--- src/design/integer_to_ascii_converter_unit_macros.svh ---
// ---------------------------------------------------------------------------
// Assertion macros shared by the integer to ASCII converter RTL
// ---------------------------------------------------------------------------
`ifndef INTEGER_TO_ASCII_CONVERTER_UNIT_MACROS_SVH
`define INTEGER_TO_ASCII_CONVERTER_UNIT_MACROS_SVH

`ifndef SYNTH

// same-cycle implication, checked on every rising edge out of reset
`define ITOA_ASSERT_NOW(label, clk, rst_n, ante, cons) \
    label: assert property (@(posedge clk) disable iff (!rst_n) (ante) |-> (cons)) \
        else $error("itoa assertion failed");

// next-cycle implication
`define ITOA_ASSERT_NEXT(label, clk, rst_n, ante, cons) \
    label: assert property (@(posedge clk) disable iff (!rst_n) (ante) |=> (cons)) \
        else $error("itoa assertion failed");

`else

`define ITOA_ASSERT_NOW(label, clk, rst_n, ante, cons)
`define ITOA_ASSERT_NEXT(label, clk, rst_n, ante, cons)

`endif

`endif

--- src/design/itoa_pkg.sv ---
// ---------------------------------------------------------------------------
// itoa_pkg
// Types, constants and the glyph function of the integer to ASCII converter.
// ---------------------------------------------------------------------------
`timescale 1ns / 1ps
`default_nettype none

package itoa_pkg;

    localparam int VALUE_W    = 64;
    localparam int NUM_DIGITS = 20;
    localparam int DIGIT_W    = 4;
    localparam int DIGITS_W   = NUM_DIGITS * DIGIT_W;
    localparam int CNT_W      = $clog2(VALUE_W);
    localparam int REMAIN_W   = $clog2(NUM_DIGITS + 1);

    localparam logic [1:0] ACT_UDEC = 2'd0;
    localparam logic [1:0] ACT_SDEC = 2'd1;
    localparam logic [1:0] ACT_HEX  = 2'd2;

    localparam logic [7:0] CHAR_ZERO  = 8'h30;
    localparam logic [7:0] CHAR_A     = 8'h41;
    localparam logic [7:0] CHAR_MINUS = 8'h2D;

    localparam logic [DIGIT_W-1:0] DEC_BASE   = 4'd10;
    localparam logic [DIGIT_W-1:0] DABBLE_MIN = 4'd5;
    localparam logic [DIGIT_W-1:0] DABBLE_ADD = 4'd3;

    typedef struct packed {
        logic [1:0]         action;
        logic [VALUE_W-1:0] value;
    } itoa_in_t;

    typedef struct packed {
        logic [7:0] char_code;
        logic       last;
    } itoa_out_t;

    // controls from the sequencer to the digit register
    typedef struct packed {
        logic clear;
        logic step;
        logic bit_in;
        logic adjust;
        logic shift_digit;
    } itoa_dab_ctl_t;

    typedef enum logic [2:0] {
        ST_IDLE,
        ST_CONV,
        ST_SKIP,
        ST_SIGN,
        ST_EMIT
    } itoa_state_t;

    function automatic logic [7:0] itoa_glyph(input logic [DIGIT_W-1:0] d);
        logic [7:0] code;
        if (d < DEC_BASE)
        begin
            code = CHAR_ZERO + {4'd0, d};
        end
        else
        begin
            code = CHAR_A + {4'd0, d - DEC_BASE};
        end
        return code;
    endfunction

endpackage

`default_nettype wire

--- src/design/itoa_dabble.sv ---
// ---------------------------------------------------------------------------
// itoa_dabble
// Digit register: takes one binary bit per cycle while step is raised (add-3
// correction for decimal, plain shift for hex) and hands digits out from the top.
// ---------------------------------------------------------------------------
`timescale 1ns / 1ps
`default_nettype none

module itoa_dabble (
    input  wire logic                      clk,
    input  wire logic                      rst_n,
    input  wire itoa_pkg::itoa_dab_ctl_t   ctl,
    output logic [itoa_pkg::DIGIT_W-1:0]   top_digit
);
    import itoa_pkg::*;

    logic [DIGITS_W-1:0] digits_reg;
    logic [DIGITS_W-1:0] digits_next;
    logic [DIGITS_W-1:0] adjusted;

    always_comb
    begin
        for (int i = 0; i < NUM_DIGITS; i++)
        begin
            if (ctl.adjust && (digits_reg[i*DIGIT_W +: DIGIT_W] >= DABBLE_MIN))
            begin
                adjusted[i*DIGIT_W +: DIGIT_W] = digits_reg[i*DIGIT_W +: DIGIT_W] + DABBLE_ADD;
            end
            else
            begin
                adjusted[i*DIGIT_W +: DIGIT_W] = digits_reg[i*DIGIT_W +: DIGIT_W];
            end
        end
    end

    always_comb
    begin
        digits_next = digits_reg;
        if (ctl.clear)
        begin
            digits_next = '0;
        end
        else if (ctl.step)
        begin
            digits_next = {adjusted[DIGITS_W-2:0], ctl.bit_in};
        end
        else if (ctl.shift_digit)
        begin
            digits_next = {digits_reg[DIGITS_W-DIGIT_W-1:0], {DIGIT_W{1'b0}}};
        end
    end

    always_ff @(posedge clk or negedge rst_n)
    begin
        if (!rst_n)
        begin
            digits_reg <= '0;
        end
        else
        begin
            digits_reg <= digits_next;
        end
    end

    assign top_digit = digits_reg[DIGITS_W-1 -: DIGIT_W];

endmodule

`default_nettype wire

--- src/design/integer_to_ascii_converter_unit.sv ---
// ---------------------------------------------------------------------------
// integer_to_ascii_converter_unit
// Converts a 64-bit value to ASCII characters in decimal, signed decimal or
// upper-case hex, most significant digit first.
// ---------------------------------------------------------------------------
// Raise start with cmd while busy is low to hand in an item. The value is
// shifted into the digit register one bit per cycle, leading zero digits
// are then dropped at one per cycle (up to 19) until the zero scan ends, and
// the characters follow one per cycle, a minus first for a negative signed
// value. Each character is on result for one cycle with strobe high and last
// set on the final one; the receiver must take it then, there is no hold-off.
// An item passes through the conversion of every value bit, the 20 digit
// positions that are either dropped or emitted, the end of the zero scan and
// the output register. busy drops with the final character, so the next
// item can be taken at the edge that ends it.
`timescale 1ns / 1ps
`default_nettype none

`include "integer_to_ascii_converter_unit_macros.svh"

module integer_to_ascii_converter_unit (
    input  wire logic                 clk,
    input  wire logic                 rst_n,
    input  wire logic                 start,
    input  wire itoa_pkg::itoa_in_t   cmd,
    output logic                      busy,
    output logic                      strobe,
    output itoa_pkg::itoa_out_t       result
);
    import itoa_pkg::*;

    itoa_state_t         state_reg,  state_next;
    logic [VALUE_W-1:0]  src_reg,    src_next;
    logic [CNT_W-1:0]    cnt_reg,    cnt_next;
    logic [REMAIN_W-1:0] remain_reg, remain_next;
    logic                neg_reg,    neg_next;
    logic                hex_reg,    hex_next;
    logic                strobe_reg, strobe_next;
    itoa_out_t           result_reg, result_next;

    itoa_dab_ctl_t       dab_ctl;
    logic [DIGIT_W-1:0]  top_digit;
    logic                accept;
    logic                in_neg;

    itoa_dabble u_dabble (
        .clk       (clk),
        .rst_n     (rst_n),
        .ctl       (dab_ctl),
        .top_digit (top_digit)
    );

    assign accept = start && (state_reg == ST_IDLE);
    assign in_neg = (cmd.action == ACT_SDEC) && cmd.value[VALUE_W-1];

    always_comb
    begin
        state_next  = state_reg;
        src_next    = src_reg;
        cnt_next    = cnt_reg;
        remain_next = remain_reg;
        neg_next    = neg_reg;
        hex_next    = hex_reg;
        strobe_next = 1'b0;
        result_next = result_reg;
        dab_ctl     = '0;
        dab_ctl.adjust = !hex_reg;
        dab_ctl.bit_in = src_reg[VALUE_W-1];

        unique case (state_reg)
            ST_IDLE:
            begin
                if (accept)
                begin
                    // take the magnitude up front
                    src_next      = in_neg ? (~cmd.value + VALUE_W'(1)) : cmd.value;
                    neg_next      = in_neg;
                    hex_next      = (cmd.action == ACT_HEX);
                    cnt_next      = CNT_W'(VALUE_W - 1);
                    dab_ctl.clear = 1'b1;
                    state_next    = ST_CONV;
                end
            end
            ST_CONV:
            begin
                dab_ctl.step = 1'b1;
                src_next     = {src_reg[VALUE_W-2:0], 1'b0};
                cnt_next     = cnt_reg - CNT_W'(1);
                if (cnt_reg == '0)
                begin
                    remain_next = REMAIN_W'(NUM_DIGITS);
                    state_next  = ST_SKIP;
                end
            end
            ST_SKIP:
            begin
                // drop leading zeros, keep at least one digit
                if ((top_digit == '0) && (remain_reg != REMAIN_W'(1)))
                begin
                    dab_ctl.shift_digit = 1'b1;
                    remain_next         = remain_reg - REMAIN_W'(1);
                end
                else
                begin
                    state_next = neg_reg ? ST_SIGN : ST_EMIT;
                end
            end
            ST_SIGN:
            begin
                strobe_next           = 1'b1;
                result_next.char_code = CHAR_MINUS;
                result_next.last      = 1'b0;
                state_next            = ST_EMIT;
            end
            ST_EMIT:
            begin
                strobe_next           = 1'b1;
                result_next.char_code = itoa_glyph(top_digit);
                result_next.last      = (remain_reg == REMAIN_W'(1));
                dab_ctl.shift_digit   = 1'b1;
                remain_next           = remain_reg - REMAIN_W'(1);
                if (remain_reg == REMAIN_W'(1))
                begin
                    state_next = ST_IDLE;
                end
            end
            default:
            begin
                state_next = ST_IDLE;
            end
        endcase
    end

    always_ff @(posedge clk or negedge rst_n)
    begin
        if (!rst_n)
        begin
            state_reg  <= ST_IDLE;
            cnt_reg    <= '0;
            remain_reg <= '0;
            neg_reg    <= 1'b0;
            hex_reg    <= 1'b0;
            strobe_reg <= 1'b0;
        end
        else
        begin
            state_reg  <= state_next;
            cnt_reg    <= cnt_next;
            remain_reg <= remain_next;
            neg_reg    <= neg_next;
            hex_reg    <= hex_next;
            strobe_reg <= strobe_next;
        end
    end

    always_ff @(posedge clk)
    begin
        src_reg    <= src_next;
        result_reg <= result_next;
    end

    assign busy   = (state_reg != ST_IDLE);
    assign strobe = strobe_reg;
    assign result = result_reg;

    `ITOA_ASSERT_NOW(a_last_ends_item, clk, rst_n, strobe_reg && result_reg.last, state_reg == ST_IDLE)
    `ITOA_ASSERT_NOW(a_more_follows, clk, rst_n, strobe_reg && !result_reg.last, state_reg == ST_EMIT)
    `ITOA_ASSERT_NEXT(a_conv_flow, clk, rst_n, state_reg == ST_CONV, (state_reg == ST_CONV) || (state_reg == ST_SKIP))
    `ITOA_ASSERT_NOW(a_emit_has_digit, clk, rst_n, state_reg == ST_EMIT, remain_reg != '0)

endmodule

`default_nettype wire
--- config.mk ---
export PLATFORM = sky130hd
export DESIGN_NAME = integer_to_ascii_converter_unit
export DESIGN_NICKNAME = d
export VERILOG_FILES = /design/src/design/itoa_pkg.sv /design/src/design/itoa_dabble.sv /design/src/design/integer_to_ascii_converter_unit.sv
export VERILOG_INCLUDE_DIRS = /design/src /design/src/design
export SDC_FILE = /design/constraint.sdc
export NUM_CORES = 1
export LEC_CHECK = 0
export BUFFER_PORTS_ARGS = -buffer_cell sky130_fd_sc_hd__buf_2
export CORE_UTILIZATION = 43
export DETAILED_ROUTE_END_ITERATION = 16
export PLACE_DENSITY_LB_ADDON = 0.08
export SYNTH_ARGS = -nofsm -noshare
export SYNTH_HDL_FRONTEND = slang
export SYNTH_HIERARCHICAL = 1
export SYNTH_SLANG_ARGS = --single-unit
--- constraint.sdc ---
create_clock -name clk -period 2.43 [get_ports clk]
set_input_delay 0.1215 -clock clk [delete_from_list [all_inputs] [get_ports clk]]
set_output_delay 0.1215 -clock clk [all_outputs]
set_load 0.01 [all_outputs]
==> impl_summary.md <==
Synthesis
The area share of the largest cell type after synthesis is 0.215. The commonest cells after synthesis are nand2_1, dfrtp_1, nor2_1. The average size of a mapped cell is 9.12 µm². dfrtp_1 takes more of the synthesized area than any other cell. By area the synthesized netlist is led by dfrtp_1, edfxtp_1, ha_1. The number of storage elements in the synthesis netlist is 169. Counting every net in the synthesized netlist gives 1,357.

The count of flip-flops with a built-in enable after synthesis is 72. Of the synthesized area, sequential elements account for 0.406. Among all cell types in the netlist, the one instantiated most often is nand2_1.

The cell area that synthesis handed to floorplanning was 11,300 µm². The count of different cell masters after synthesis is 60. Among all flip-flop cells after synthesis, the most frequent one is dfrtp_1. The cell count after synthesis came out at 1,240. The proportion of register bits with asynchronous set or reset after synthesis is 0.574. The number of warnings reported in the yosys synthesis log is 6.

Floorplanning
The x dimension of the die is 164 µm. In this run the standard cell core region covers 25,500 µm². The site row count is 58.

The effective utilization at floorplan is 0.444. Measured along the y axis, the die boundary spans 164 µm. The number of I/O pins is 80. The floorplan step defined a die boundary enclosing 26,900 µm².

Detailed routing
The count of TritonRoute iterations in the first routing pass is 6. For this block, the initial DRC count from the detailed router was 542. The average wire per cell in the routed design is 16.4 µm. The via density per instance is 5.64.

The total vias in the final route is 9,414. The post-route DRC violation count is 0. The post-route antenna net violation count is 0. The total detailed-routing wirelength is 27,400 µm.

Setup path
The type of the setup path with the least slack is reg -> reg. The startpoint type of the worst setup path is a flop. The critical path goes through inv_2 > ha_1 > or4b_4 > and2_4 > mux2i_1 > or2_4 > inv_8 > buf_12 > nor2b_1 > a211oi_1 > a311oi_1. The depth of the most critical reg-to-reg path is 11. The minimum setup slack among reg-to-reg paths is 0.09 ns. The startpoint identified for the worst register-to-register timing path is remain_reg[1]. The critical path ends at u_dabble/digits_reg[7]. Data arrives at the worst endpoint at 2.66 ns.

The peak per-stage delay on the critical path is 0.46 ns. The critical path data required time is 2.75 ns. The worst flop-to-flop path endpoint is u_dabble/digits_reg[7]. The critical path startpoint is remain_reg[1]. The slowest stage of the critical path is the or4b_4 cell. STA classifies the critical path endpoint as a flop. In this run the worst path has a maximum fanout of 22.

Timing
The clock period could shrink to 2.34 ns. Setup repair after global routing could not meet its margin everywhere. The final setup violation count is 0.

In the final timing run, aggregate negative setup slack is 0 ns. The highest achievable clock rate is 427 MHz. The total count of max-transition violations in the final report is 0. Clock skew on the completed layout was measured at 0.0179 ns.

The slew at the pin closest to its max-slew limit is 0.626 ns. The final-report hold violation count is 0. The headroom to the max-slew limit is 0.579. Dividing the final minimum period by the clock period gives 0.964.

Placed design
Summed over all nets, the half-perimeter wirelength after detailed placement is 18,000 µm. At the end of routability-driven placement, the weighted congestion stood at 0.806. The number of buffer cells added on primary ports is 78.

The placement-stage cell area is 12,400 µm².

Clock tree
The TritonCTS clock tree is built. The clock-pin slew on the worst setup and hold paths is 0.08 ns. The clock latency reported for the late side of the worst-skew pair is 0.44 ns. The number of buffers added by the clock tree synthesis step is 17. CTS saw 169 sinks. The tree is rooted in a clkbuf_16. The longest clock path from root to sink contains 2 buffers.

The count of H-tree levels built during CTS is 4.

Global route
The first global-routing pass estimated 45,100 µm of wire. The most utilized layer in the global route result is met2. The number of global-route vias before repair is 8,934. For this run the aggregate overflow at the end of global routing stands at 0. Entering global routing, the biggest net connects 92 pins.

For met1 alone, demand over resource in global routing was 0.296. In the global route stage, overall resource usage came out at 0.209. The met2 capacity usage during global routing is 0.334. The met3 track utilization from global routing is 0.0270. The number of antenna violations at the first check in global routing is 0.

Min path
The type of the tightest min-delay check is in -> reg.

Flow run
Max-cap violations in this run came to 0.

Cells and area
In the final layout, the share of cells above drive strength 1 is 0.161. The number of flip-flops in the largest register is 80. The post-synthesis to final-layout area growth is 15.9%. The final layout contains 1,444 nets. The antenna diode count is 0.

The post-layout instance area is 13,100 µm².

Pwr
The maximum VDD drop is 0.684 mV. Dividing total power by cell area gives a power density of 1010 nW/µm². The total leakage power is 4.91 nW.

Status
The run finished with clean final reports.
[power by group]
part           leakage [nW]  internal, mW  switching, mW
Combinational          2.62          2.18           3.12
Sequential             2.00          4.31          0.853
Clock                 0.287          1.44           1.33
Total                  4.91          7.92           5.30
[per-layer routing]
layer,vias up,wire length (µm)
met5,-,0
met4,0,278
met3,16,780
met2,136,12500
met1,4555,13800
li1,4707,-
[metrics by stage]
stage	utilization	hold slack, ns	instances	power, mW	worst slack [ns]
2_1_floorplan	-	-0.174	1240	8.93	0.000194
4_1_cts	0.509	0.0129	1667	13.3	0.00193
3_3_place_gp	0.485	0.123	1633	10.4	-0.134
6_report	0.515	0.0361	1670	13.2	0.0871
3_5_place_dp	0.485	0.126	1633	10.4	-0.164
5_1_grt	0.515	0.0258	1670	14.3	-0.0564
[cell usage in the layout, fill, tap and decap left out, types with 22 or more instances in the layout]
cell and count:
dfrtp_1 97, inv_1 61, o21ai_0 83, nand2_1 123, a211oi_1 55, mux2i_1 42
o22ai_1 22, a21oi_1 67, xnor2_1 68, nor2b_1 36, ha_1 48, nor3_1 32
buf_4 60, edfxtp_1 72, buf_2 77, nor2_1 88
[kinds of logic after synthesis]
logic type	Yosys count	share of synthesized area
muxes	43	0.0382
adders and majority gates	48	0.0531
other	1	0.000332
and+or+nand+nor	404	0.189
buffers and inverters	149	0.0575
DFF	169	0.406
AOI/OAI and AO/OA	342	0.191
xor gates and xnor gates	84	0.0651
[repair_timing]
action	CTS	global route
endpoints found under the setup margin	1	75
endpoints found under the hold margin	33	0
buffers inserted	0	1
pin swaps	1	21
hold buffers	2	0
cloned	0	2
resized for setup	0	18
[critical path: cells and delay by family, from the launching register on]
kind / cells / cell delay (ns)
DFF: 1 / 0.39
adders and majority gates: 1 / 0.13
muxes: 1 / 0.13
and+or+nand+nor: 4 / 0.92
AOI/OAI and AO/OA: 2 / 0.30
buffers and inverters: 3 / 0.32
[area by class of cell]
type | count | area [µm²]
clock buffer | 18 | 450
tap | 330 | 413
timing repair buffer | 151 | 1100
multi-input combinational | 922 | 6150
fill | 2423 | 12400
sequential | 169 | 4590
clock inverter | 14 | 145
inverter | 66 | 260
[worst min path at each step]
stage            start             to  slack (ns)  depth (start not counted)
3_3_place_gp     rst_n  remain_reg[2]        0.12                          1
4_1_cts        cmd[64]        hex_reg        0.01                          3
2_1_floorplan    rst_n     cnt_reg[0]       -0.17                          0
3_5_place_dp     rst_n  remain_reg[2]        0.13                          1
6_report       cmd[64]        hex_reg        0.04                          3
5_1_grt        cmd[64]        hex_reg        0.03                          3
(Power assumes the default switching activity.)
